### src/design/rtt_pkg.sv
// Shared types and constants for the reference-counted tag table.
// No dependencies; used by every other file in the design folder.
`timescale 1ns / 1ps

package rtt_pkg;

   localparam int DEF_ENTRIES = 32;
   localparam int DEV_W       = 16;
   localparam int NUM_W       = 16;
   localparam int CNT_W       = 8;
   localparam int SLOT_W      = 5;

   typedef enum logic [1:0] {
      OP_GET,
      OP_PUT,
      OP_MARK_DIRTY,
      OP_CLEAN
   } op_type;

   typedef enum logic [1:0] {
      ST_OK,
      ST_DEV_ZERO,
      ST_NO_FREE,
      ST_PUT_FREE
   } status_type;

   typedef enum logic [2:0] {
      S_IDLE,
      S_SLOT,
      S_VSCAN,
      S_MSCAN,
      S_RESP
   } state_type;

   typedef struct packed {
      logic [DEV_W-1:0] dev;
      logic [NUM_W-1:0] num;
      logic [CNT_W-1:0] count;
      logic             dirty;
   } entry_type;

   typedef struct packed {
      status_type        status;
      logic [SLOT_W-1:0] slot;
      logic              hit;
      logic [CNT_W-1:0]  count;
      logic              evict_dirty;
      logic [DEV_W-1:0]  evict_dev;
      logic [NUM_W-1:0]  evict_num;
   } result_type;

   typedef struct packed {
      logic wr_en;
      logic clr_en;
   } mem_ctl_type;

endpackage

### src/design/rtt_entry_mem.sv
// Entry memory: one write port, one registered read port, per-entry valid bits.
// An entry that is not valid reads as all zero. Depends on rtt_pkg.
`timescale 1ns / 1ps

module rtt_entry_mem #(
   parameter int ENTRIES = rtt_pkg::DEF_ENTRIES,
   parameter int IDX_W   = $clog2(ENTRIES)
) (
   input  logic                    clock,
   input  logic                    reset,
   input  logic [IDX_W-1:0]        rd_addr,
   output rtt_pkg::entry_type      rd_data,
   input  rtt_pkg::mem_ctl_type    ctl,
   input  logic [IDX_W-1:0]        wr_addr,
   input  rtt_pkg::entry_type      wr_data,
   input  logic [IDX_W-1:0]        clr_addr
);
   import rtt_pkg::*;

   entry_type          mem [ENTRIES];
   logic [ENTRIES-1:0] vld_ff, vld_in;
   entry_type          rd_q_ff;
   logic               rd_vld_ff;

   always_ff @(posedge clock) begin
      if (ctl.wr_en) begin
         mem[wr_addr] <= wr_data;
      end
      rd_q_ff <= mem[rd_addr];
   end

   always_comb begin
      vld_in = vld_ff;
      if (ctl.wr_en) begin
         vld_in[wr_addr] = 1'b1;
      end
      if (ctl.clr_en) begin
         vld_in[clr_addr] = 1'b0;
      end
   end

   always_ff @(posedge clock) begin
      if (reset) begin
         vld_ff <= '0;
      end else begin
         vld_ff <= vld_in;
      end
   end

   always_ff @(posedge clock) begin
      rd_vld_ff <= vld_ff[rd_addr];
   end

   assign rd_data = rd_vld_ff ? rd_q_ff : '0;

endmodule

### src/design/refcounted_tag_table.sv
// Reference-counted tag table with round-robin victim allocation. Depends on
// rtt_pkg and rtt_entry_mem. One transaction at a time through one memory port.
// A get runs a victim scan, then a tag scan, each one entry a cycle; a device-zero
// get skips both scans; put, mark dirty and clean read and update the given slot.
// A new request is accepted only in idle, once the previous result is in the response register.
// Reset clears all entries at once through valid bits and the scan pointer.
`timescale 1ns / 1ps

module refcounted_tag_table #(
   parameter int ENTRIES = rtt_pkg::DEF_ENTRIES
) (
   input  logic                        clock,
   input  logic                        reset,
   input  logic                        req_valid,
   output logic                        req_ready,
   input  logic [1:0]                  req_op,
   input  logic [rtt_pkg::DEV_W-1:0]   req_dev_id,
   input  logic [rtt_pkg::NUM_W-1:0]   req_item_num,
   input  logic [rtt_pkg::SLOT_W-1:0]  req_slot,
   output logic                        rsp_valid,
   input  logic                        rsp_ready,
   output logic [1:0]                  rsp_status,
   output logic [rtt_pkg::SLOT_W-1:0]  rsp_slot_out,
   output logic                        rsp_hit,
   output logic [rtt_pkg::CNT_W-1:0]   rsp_count_out,
   output logic                        rsp_evict_dirty,
   output logic [rtt_pkg::DEV_W-1:0]   rsp_evict_dev,
   output logic [rtt_pkg::NUM_W-1:0]   rsp_evict_num
);
   import rtt_pkg::*;

   localparam int IDX_W = $clog2(ENTRIES);
   localparam int CTR_W = $clog2(ENTRIES + 1);
   localparam logic [IDX_W-1:0] LAST_IDX = IDX_W'(ENTRIES - 1);
   localparam logic [CTR_W-1:0] LAST_CNT = CTR_W'(ENTRIES - 1);
   localparam logic [CTR_W-1:0] ALL_CNT  = CTR_W'(ENTRIES);

   function automatic logic [SLOT_W-1:0] idx_to_slot(input logic [IDX_W-1:0] idx);
      logic [31:0] w;
      w = 32'(idx);
      return w[SLOT_W-1:0];
   endfunction

   state_type          state_ff, state_in;
   op_type             op_ff, op_in;
   logic [DEV_W-1:0]   dev_ff, dev_in;
   logic [NUM_W-1:0]   num_ff, num_in;
   logic [SLOT_W-1:0]  slot_ff, slot_in;
   logic               slot_ok_ff, slot_ok_in;
   logic [IDX_W-1:0]   iss_addr_ff, iss_addr_in;
   logic [CTR_W-1:0]   iss_cnt_ff, iss_cnt_in;
   logic               chk_vld_ff, chk_vld_in;
   logic [IDX_W-1:0]   chk_addr_ff, chk_addr_in;
   logic [CTR_W-1:0]   chk_cnt_ff, chk_cnt_in;
   logic               found_ff, found_in;
   logic [IDX_W-1:0]   victim_ff, victim_in;
   logic               vic_dirty_ff, vic_dirty_in;
   logic [DEV_W-1:0]   vic_dev_ff, vic_dev_in;
   logic [NUM_W-1:0]   vic_num_ff, vic_num_in;
   logic [IDX_W-1:0]   scan_ptr_ff, scan_ptr_in;
   result_type         res_ff, res_in;
   result_type         rsp_ff, rsp_in;
   logic               rsp_valid_ff, rsp_valid_in;

   logic [IDX_W-1:0]   rd_addr;
   entry_type          rd_data;
   mem_ctl_type        mem_ctl;
   logic [IDX_W-1:0]   wr_addr;
   entry_type          wr_data;
   logic [IDX_W-1:0]   nxt_addr;
   logic               issue;
   logic [CNT_W-1:0]   sat_count;
   logic [DEV_W-1:0]   evict_dev;
   logic [NUM_W-1:0]   evict_num;

   rtt_entry_mem #(
      .ENTRIES (ENTRIES),
      .IDX_W   (IDX_W)
   ) u_mem (
      .clock    (clock),
      .reset    (reset),
      .rd_addr  (rd_addr),
      .rd_data  (rd_data),
      .ctl      (mem_ctl),
      .wr_addr  (wr_addr),
      .wr_data  (wr_data),
      .clr_addr (victim_ff)
   );

   assign nxt_addr  = (iss_addr_ff == LAST_IDX) ? '0 : iss_addr_ff + 1'b1;
   assign issue     = (iss_cnt_ff < ALL_CNT);
   assign sat_count = (rd_data.count == '1) ? rd_data.count : rd_data.count + 1'b1;
   assign evict_dev = vic_dirty_ff ? vic_dev_ff : '0;
   assign evict_num = vic_dirty_ff ? vic_num_ff : '0;

   always_ff @(posedge clock) begin
      if (reset) begin
         state_ff     <= S_IDLE;
         scan_ptr_ff  <= '0;
         rsp_valid_ff <= 1'b0;
         chk_vld_ff   <= 1'b0;
         found_ff     <= 1'b0;
      end else begin
         state_ff     <= state_in;
         scan_ptr_ff  <= scan_ptr_in;
         rsp_valid_ff <= rsp_valid_in;
         chk_vld_ff   <= chk_vld_in;
         found_ff     <= found_in;
      end
   end

   always_ff @(posedge clock) begin
      op_ff        <= op_in;
      dev_ff       <= dev_in;
      num_ff       <= num_in;
      slot_ff      <= slot_in;
      slot_ok_ff   <= slot_ok_in;
      iss_addr_ff  <= iss_addr_in;
      iss_cnt_ff   <= iss_cnt_in;
      chk_addr_ff  <= chk_addr_in;
      chk_cnt_ff   <= chk_cnt_in;
      victim_ff    <= victim_in;
      vic_dirty_ff <= vic_dirty_in;
      vic_dev_ff   <= vic_dev_in;
      vic_num_ff   <= vic_num_in;
      res_ff       <= res_in;
      rsp_ff       <= rsp_in;
   end

   always_comb begin
      state_in     = state_ff;
      op_in        = op_ff;
      dev_in       = dev_ff;
      num_in       = num_ff;
      slot_in      = slot_ff;
      slot_ok_in   = slot_ok_ff;
      iss_addr_in  = iss_addr_ff;
      iss_cnt_in   = iss_cnt_ff;
      chk_vld_in   = 1'b0;
      chk_addr_in  = chk_addr_ff;
      chk_cnt_in   = chk_cnt_ff;
      found_in     = found_ff;
      victim_in    = victim_ff;
      vic_dirty_in = vic_dirty_ff;
      vic_dev_in   = vic_dev_ff;
      vic_num_in   = vic_num_ff;
      scan_ptr_in  = scan_ptr_ff;
      res_in       = res_ff;
      rsp_in       = rsp_ff;
      rsp_valid_in = rsp_valid_ff && !rsp_ready;
      req_ready    = 1'b0;
      rd_addr      = IDX_W'(req_slot);
      mem_ctl      = '0;
      wr_addr      = chk_addr_ff;
      wr_data      = rd_data;

      if ((state_ff == S_VSCAN || state_ff == S_MSCAN) && issue) begin
         rd_addr     = nxt_addr;
         iss_addr_in = nxt_addr;
         iss_cnt_in  = iss_cnt_ff + 1'b1;
         chk_vld_in  = 1'b1;
         chk_addr_in = nxt_addr;
      end

      unique case (state_ff)
         S_IDLE: begin
            req_ready = 1'b1;
            if (req_valid) begin
               op_in       = op_type'(req_op);
               dev_in      = req_dev_id;
               num_in      = req_item_num;
               slot_in     = req_slot;
               slot_ok_in  = (32'(req_slot) < 32'(ENTRIES));
               iss_addr_in = scan_ptr_ff;
               iss_cnt_in  = '0;
               chk_cnt_in  = '0;
               found_in    = 1'b0;
               if (op_type'(req_op) != OP_GET) begin
                  state_in = S_SLOT;
               end else if (req_dev_id == '0) begin
                  res_in        = '0;
                  res_in.status = ST_DEV_ZERO;
                  state_in      = S_RESP;
               end else begin
                  state_in = S_VSCAN;
               end
            end
         end
         S_SLOT: begin
            res_in      = '0;
            res_in.slot = slot_ff;
            wr_addr     = IDX_W'(slot_ff);
            if (!slot_ok_ff) begin
               res_in.status = (op_ff == OP_PUT) ? ST_PUT_FREE : ST_OK;
            end else begin
               unique case (op_ff)
                  OP_PUT: begin
                     if (rd_data.count == '0) begin
                        res_in.status = ST_PUT_FREE;
                     end else begin
                        wr_data.count = rd_data.count - 1'b1;
                        mem_ctl.wr_en = 1'b1;
                        res_in.count  = rd_data.count - 1'b1;
                     end
                  end
                  OP_MARK_DIRTY: begin
                     wr_data.dirty = 1'b1;
                     mem_ctl.wr_en = 1'b1;
                     res_in.count  = rd_data.count;
                  end
                  OP_CLEAN: begin
                     wr_data.dirty = 1'b0;
                     mem_ctl.wr_en = 1'b1;
                     res_in.count  = rd_data.count;
                  end
                  default: ;
               endcase
            end
            state_in = S_RESP;
         end
         S_VSCAN: begin
            if (chk_vld_ff) begin
               chk_cnt_in = chk_cnt_ff + 1'b1;
               if (rd_data.count == '0) begin
                  found_in     = 1'b1;
                  victim_in    = chk_addr_ff;
                  vic_dirty_in = rd_data.dirty;
                  vic_dev_in   = rd_data.dev;
                  vic_num_in   = rd_data.num;
               end
               if ((rd_data.count == '0 && !rd_data.dirty) || chk_cnt_ff == LAST_CNT) begin
                  if (rd_data.count == '0 && !rd_data.dirty) begin
                     scan_ptr_in = chk_addr_ff;
                  end
                  if (found_ff || rd_data.count == '0) begin
                     state_in    = S_MSCAN;
                     iss_addr_in = LAST_IDX;
                     iss_cnt_in  = '0;
                     chk_vld_in  = 1'b0;
                     chk_cnt_in  = '0;
                  end else begin
                     res_in        = '0;
                     res_in.status = ST_NO_FREE;
                     chk_vld_in    = 1'b0;
                     state_in      = S_RESP;
                  end
               end
            end
         end
         S_MSCAN: begin
            if (chk_vld_ff) begin
               chk_cnt_in = chk_cnt_ff + 1'b1;
               if (rd_data.dev == dev_ff && rd_data.num == num_ff &&
                   chk_addr_ff != victim_ff) begin
                  wr_addr            = chk_addr_ff;
                  wr_data.count      = sat_count;
                  mem_ctl.wr_en      = 1'b1;
                  mem_ctl.clr_en     = 1'b1;
                  res_in.status      = ST_OK;
                  res_in.slot        = idx_to_slot(chk_addr_ff);
                  res_in.hit         = 1'b1;
                  res_in.count       = sat_count;
                  res_in.evict_dirty = vic_dirty_ff;
                  res_in.evict_dev   = evict_dev;
                  res_in.evict_num   = evict_num;
                  chk_vld_in         = 1'b0;
                  state_in           = S_RESP;
               end else if (chk_cnt_ff == LAST_CNT) begin
                  wr_addr            = victim_ff;
                  wr_data.dev        = dev_ff;
                  wr_data.num        = num_ff;
                  wr_data.count      = CNT_W'(1);
                  wr_data.dirty      = 1'b0;
                  mem_ctl.wr_en      = 1'b1;
                  res_in.status      = ST_OK;
                  res_in.slot        = idx_to_slot(victim_ff);
                  res_in.hit         = 1'b0;
                  res_in.count       = CNT_W'(1);
                  res_in.evict_dirty = vic_dirty_ff;
                  res_in.evict_dev   = evict_dev;
                  res_in.evict_num   = evict_num;
                  chk_vld_in         = 1'b0;
                  state_in           = S_RESP;
               end
            end
         end
         S_RESP: begin
            if (!rsp_valid_ff || rsp_ready) begin
               rsp_in       = res_ff;
               rsp_valid_in = 1'b1;
               state_in     = S_IDLE;
            end
         end
         default: begin
            state_in = S_IDLE;
         end
      endcase
   end

   assign rsp_valid       = rsp_valid_ff;
   assign rsp_status      = rsp_ff.status;
   assign rsp_slot_out    = rsp_ff.slot;
   assign rsp_hit         = rsp_ff.hit;
   assign rsp_count_out   = rsp_ff.count;
   assign rsp_evict_dirty = rsp_ff.evict_dirty;
   assign rsp_evict_dev   = rsp_ff.evict_dev;
   assign rsp_evict_num   = rsp_ff.evict_num;

endmodule

### config.mk
export PLATFORM = sky130hd
export DESIGN_NAME = refcounted_tag_table
export DESIGN_NICKNAME = d
export VERILOG_FILES = /design/src/design/rtt_pkg.sv /design/src/design/rtt_entry_mem.sv /design/src/design/refcounted_tag_table.sv
export SDC_FILE = /design/constraint.sdc
export NUM_CORES = 2
export LEC_CHECK = 0
export BUFFER_PORTS_ARGS = -buffer_cell sky130_fd_sc_hd__buf_2
export CORE_ASPECT_RATIO = 0.8
export CORE_MARGIN = 3
export CORE_UTILIZATION = 50
export DETAILED_ROUTE_END_ITERATION = 8
export GPL_TIMING_DRIVEN = 0
export PLACE_DENSITY = 0.66
export SLEW_MARGIN = 20
export SYNTH_ARGS = -nofsm -noshare
export SYNTH_HDL_FRONTEND = slang
export SYNTH_SLANG_ARGS = --single-unit
### constraint.sdc
create_clock -name clock -period 16.11 [get_ports clock]
set_input_delay 0.8055 -clock clock [delete_from_list [all_inputs] [get_ports clock]]
set_output_delay 0.8055 -clock clock [all_outputs]
set_load 0.05 [all_outputs]
# Word level (Yosys, flattened, before mapping)
# Memories as Yosys holds them, arrays and structs flattened. A register that Yosys moved wholly into a read port is not among the register bits.
# Index checks and enable logic that the tools add are counted.
# word_totals
output_inout_bits	51
memories	1
inputBits	43
regBits	241
mem_bits_rw	1312
# mem_list
memory	depth	width	rd	rd_ports_with_merged_regs	write_ports	line	rtl
u_mem.mem	32	41	1	1	1	rtt_entry_mem.sv:20	entry_type mem [ENTRIES];
# classes
eq_ne	23
bitwise_logic	3
n_mux	95
n_addsub	5
n_lt_le_gt_ge	6
n_reduce_logical	30
# ops
cell	count
$mux W49	9
$pmux W49 S4	1
$mux W32	4
$mux W41	3
$mux W6	10
$mux W5	10
$mux W8	5
$and A32 B32 Y32	1
$eq A16 B16 Y1	2
$mux W16	2
$not A32 Y32	1
$or A32 B32 Y32	1
$mux W3	10
$mux W1	23
$pmux W5 S2	2
$lt A5 B6 Y1 const B	3
$pmux W6 S3	1
$pmux W9 S2	1
$logic_not A16 Y1	1
$pmux W8 S2	1
$pmux W3 S5	1
$ne A2 B2 Y1 const B	7
$add A6 B1 Y6 const B	2
$pmux W6 S2	1
34 further kinds	60

# Logic depth before layout (Yosys ltp)
# logic_depth
word_depth	15
mapped_depth	14
depth_no_buf	11

# Modules after synthesis
# Synthesis repeated with hierarchy kept, for this count alone.
# hier_totals
cells_unflattened	3774
area_unflattened_um2	62751.4
# by_module_without_submodules
module	n_inst	area_per_inst_um2	cells_per_inst
rtt_entry_mem	1	53585.1	3081
refcounted_tag_table	1	9166.3	693

# Worst setup path before layout
# Ideal clock, no wire load.
# synth_timing
path_kind	register to register
start	register u_mem.rd_vld_ff
end	memory u_mem.mem[15][0] (netlist name), enable pin
n_path_buf	4
setup_time_ns	0.490
setup_slack_ns	10.161
period_less_slack_ns	5.949
path_stages_with_launch	13
arrival_ns	5.459
path_cell_list	dfxtp_1 buf_4 buf_4 nand4b_1 o22ai_1 o22ai_1 or4_1 buf_2 nor4_4 a221o_1 nand3b_1 clkbuf_1 nor3_1
# synth_between
elab_chain_cells	9
elab_cells_between_ends	16
cone_classes	eq/ne: 2; mux: 11; reduce/logical: 3
# synth_lines
item	line	rtl
start, declared	rtt_entry_mem.sv:23	logic rd_vld_ff;
start signal, assigned	rtt_entry_mem.sv:51	rd_vld_ff <= vld_ff[rd_addr];
$mux W41 (*)	rtt_entry_mem.sv:54	assign rd_data = rd_vld_ff ? rd_q_ff : '0;
$eq A16 B16 Y1	refcounted_tag_table.sv:253	if (rd_data.dev == dev_ff && rd_data.num == num_ff &&
$logic_and A1 B1 Y1 (2 in series)	refcounted_tag_table.sv:253	
$mux W1	refcounted_tag_table.sv:253	
$mux W2	refcounted_tag_table.sv:251	if (chk_vld_ff) begin
$pmux W1 S2	refcounted_tag_table.sv:165	unique case (state_ff)
$mux W1	rtt_entry_mem.sv:26	if (ctl.wr_en) begin
$mux W1 (implied by the code)	rtt_entry_mem.sv:27	mem[wr_addr] <= wr_data;
end, declared	rtt_entry_mem.sv:20	
# Mark *: on every way between the ends. The rest lies on a longest branch, timed or not.

# Worst setup path after layout
# layout_timing
start	register u_mem.rd_vld_ff
end	memory u_mem.mem[23][27] (netlist name), enable pin
# The elaborated chain is that of the path after synthesis.

==> reports/metrics.yaml <==
critical_path:
  critPathSlowestCell: "nor3_2"
  r2r-end: "u_mem.mem[23][27]"
  max_stage_delay_ns: 0.69
  r2r_cells: 16
  critPathMaxFanout: 10
  worstSetupPathType: "reg2reg"
  cp-end-kind: "flip-flop"
  cpMostUsedCell: "buf_4"
  arrival_ns: 6.98
  crit_family: "buffers and inverters"
  r2r_setup_slack_ns: 9.61
  critical_path_buf_inv_count: 8
  cp-start-kind: "flip-flop"
  r2r_start: "u_mem.rd_vld_ff"
  required_ns: 16.59
  path_depth: 16
  path_cells: "buf_4 > clkbuf_1 > clkbuf_1 > nand2_1 > ha_1 > and2_1 > nor2_1 > nor2_1 > o2bb2ai_1 > nand3b_1 > clkbuf_1 > nor3_2 > buf_6 > buf_4 > buf_4 > buf_4"
hold_path:
  hold_depth: 1
  hold_end: "num_ff[1]"
  hold_path.class: "in2reg"
  hold_start: "req_item_num[1]"
detailed_routing:
  vias_per_cell: 6.44
  vias: 44800
  routed_wirelength_um: 206000
  ant_nets: 0
  drtPass1Iterations: 9
  route.detailed.drc: 0
  routedWlPerCell_um: 29.7
  dr.first_iter.drc_count: 7502
pwr:
  swShare_pct: 39.3
  pwr-share-clk_pct: 25.9
  ir_drop_v: 0.000121
  p_sw_w: 0.00550
  seqPwrFrac_pct: 38.9
  power.density_nw_per_um2: 188
  p_leak_nw: 24.2
  p_int_w: 0.00849
  combPwrFrac_pct: 35.2
place:
  port_buffers: 92
  gp_congestion: 0.935
  dpl.hpwl_um: 148000
  post-place-ws_ns: 9.88
timing:
  finalHoldViolations: 0
  fin_tns_setup_ns: 0
  fmax_mhz: 154
  finalMaxSlewViolations: 0
  tightest_slew_ns: 1.20
  timing.final.crit_share_pct: 40.3
  timing.final.ws_setup_ns: 9.61
  rsz0062_at_grt: "false"
  fin_skew_ns: 0.0346
  final.min_clock_period_ns: 6.50
  relSlewSlack_pct: 20.0
  setup_violations: 0
global_routing:
  gr-total-overflow: 0
  grt_pass1_wl_um: 293000
  grt_pass1_vias: 41300
  grt_max_degree: 50
  grt_util_all_layers_pct: 30.4
  antenna_found_initial: 2
synthesis:
  synth_edf_count: 1498
  ys.flop_type: "edfxtp_1"
  synth_seq_cells: 1594
  synth_area_um2: 64700
  synthesis.nets: 4756
  ys.warnings.count: 0
  synth-async-reset-ratio_pct: 0
  synth_cells: 4705
  avgSynthCellArea_um2: 13.7
  yosys.cell_types.count: 64
  yosysSeqAreaShare_pct: 72.5
layout:
  area_growth_pct: 15.0
  n_fill_cell: 9925
  drive_above_1_share_pct: 11.3
  finalNetCount: 5155
clocking:
  cts_tree: "built"
  cts_max_path_buffers: 3
  clock_tree.root_cell: "clkbuf_16"
  cts.htree.levels: 4
  clkTransAtPathRegs_ns: 0.07
  numCtsBuffers: 150
  cts_hold_buf: 0
  clock_latency_ns: 0.80
  clock-sinks: 1594
  cts_resized: 0
  post_cts_buffers: 0
floorplanning:
  die-area_um2: 134000
  initial_utilization_pct: 50.6
  placementRows: 117
  design.core.area_um2: 128000
  fp.dieH_um: 328
  io_pins: 94
  die_w_um: 408
outcome:
  status: "finished clean"
flow_run:
  cap_violations: 0
[stage by stage]
stage | std cells | cell area, um2 | utilization (%) | hold WS (ns) | power, W
floorplan | 4705 | 64700 | - | 0.400 | 0.00805
global placement | 6522 | 67300 | 52.6 | 0.403 | 0.0100
detailed placement | 6677 | 69400 | 54.3 | 0.405 | 0.0103
CTS | 6952 | 74400 | 58.2 | 0.145 | 0.0138
global route | 6952 | 74400 | 58.2 | 0.161 | 0.0144
finish | 6959 | 74400 | 58.2 | 0.181 | 0.0140
[how the worst max path moves through the flow]
stage | to | start | slack, ns
4_1_cts | u_mem.mem[15][23] | u_mem.rd_vld_ff | 9.84
6_report | u_mem.mem[23][27] | u_mem.rd_vld_ff | 9.61
3_5_place_dp | u_mem.mem[15][25] | u_mem.rd_vld_ff | 9.88
5_1_grt | u_mem.mem[23][27] | u_mem.rd_vld_ff | 9.50
3_3_place_gp | u_mem.mem[11][20] | u_mem.rd_vld_ff | 4.93
2_1_floorplan | u_mem.mem[15][0] | u_mem.rd_vld_ff | 10.16
[logic make-up (layout without fill, tap and decap cells)]
kind of cell / count (synthesis) / after routing / synth area share [%]
DFF: 1594 / 1594 / 72.5
buffers and inverters: 380 / 902 / 2.26
adders and majority gates: 8 / 8 / 0.155
xor gates and xnor gates: 39 / 39 / 0.528
muxes: 41 / 41 / 0.697
and+or+nand+nor: 1452 / 1452 / 10.8
other: 0 / 7 / 0
AOI/OAI and AO/OA: 1191 / 1191 / 13.0
[placed cells by master, fill, tap and decap left out, types with 54 or more instances in the layout]
cell type	n
a211oi_1	473
edfxtp_1	1498
nand2_1	784
and2_1	68
nor2_1	54
clkbuf_1	336
buf_2	108
buf_4	96
dfxtp_1	96
a21oi_1	151
a311oi_1	172
nor2b_1	342
clkbuf_16	151
a31oi_1	198
[synth_stat cells (5+ instances only)]
master,instances,share of area (%)
a211oi_1,473,5.5
a21o_1,49,0.57
a21oi_1,151,1.2
a22oi_1,5,0.058
a311oi_1,172,2.3
a31oi_1,199,1.9
a41oi_1,6,0.081
and2_1,68,0.66
and3_1,8,0.077
buf_1,23,0.13
buf_2,14,0.11
clkbuf_1,320,1.9
dfxtp_1,96,3.0
edfxtp_1,1498,70
ha_1,8,0.15
inv_1,17,0.099
mux2_2,32,0.56
mux2i_1,9,0.14
nand2_1,784,4.6
nand2b_1,9,0.087
nand3_1,39,0.30
nand4_1,31,0.30
nand4b_1,16,0.22
nor2_1,61,0.35
nor2b_1,342,3.3
nor3_1,52,0.40
nor3_2,10,0.15
nor4_1,9,0.087
o21a_1,17,0.20
o21ai_0,43,0.33
o21ai_1,13,0.10
o22ai_1,32,0.31
xnor2_1,15,0.20
xor2_1,24,0.33
[final cells by class]
type,count,area (um2),share of cell area [%]
Sequential cell,1594,46900,63.1
Multi-Input combinational cell,2731,16600,22.3
Clock buffer,183,3910,5.26
Timing Repair Buffer,247,2240,3.02
Tap cell,1725,2160,2.90
Buffer,361,1410,1.90
Clock inverter,92,1050,1.42
Inverter,19,71.3,0.0959
Antenna cell,7,17.5,0.0236
[registers in the layout, indices dropped and copies added, names as in the netlist, 2 cells and up]
signal         count
rsp_count_out      8
scan_ptr_ff        5
num_ff            16
rsp_status         2
chk_addr_ff        5
u_mem.rd_q_ff     41
dev_ff            16
chk_cnt_ff         6
u_mem.mem       1312
victim_ff          5
slot_ff            5
state_ff           3
iss_addr_ff        5
iss_cnt_ff         6
res_ff            49
vic_dev_ff        16
rsp_evict_dev     16
op_ff              2
rsp_slot_out       5
vic_num_ff        16
rsp_evict_num     16
u_mem.vld_ff      32
[routing by layer]
metal	vias to the layer above	track usage, %	share of wire [%]
met5	-	0	0
met4	0	12.5	4.5
met3	471	8.69	14
met2	3226	41.5	41
met1	22200	45.5	41
li1	18900	-	-
[power by group through the flow]
stage	Sequential, W	Clock, W	Combinational (W)
floorplan	0.00556	0	0.00249
global placement	0.00557	0	0.00448
detailed placement	0.00552	0	0.00474
CTS	0.00544	0.00363	0.00477
global route	0.00546	0.00380	0.00513
finish	0.00545	0.00362	0.00493
No activity file was read; power rests on OpenSTA's default activity.
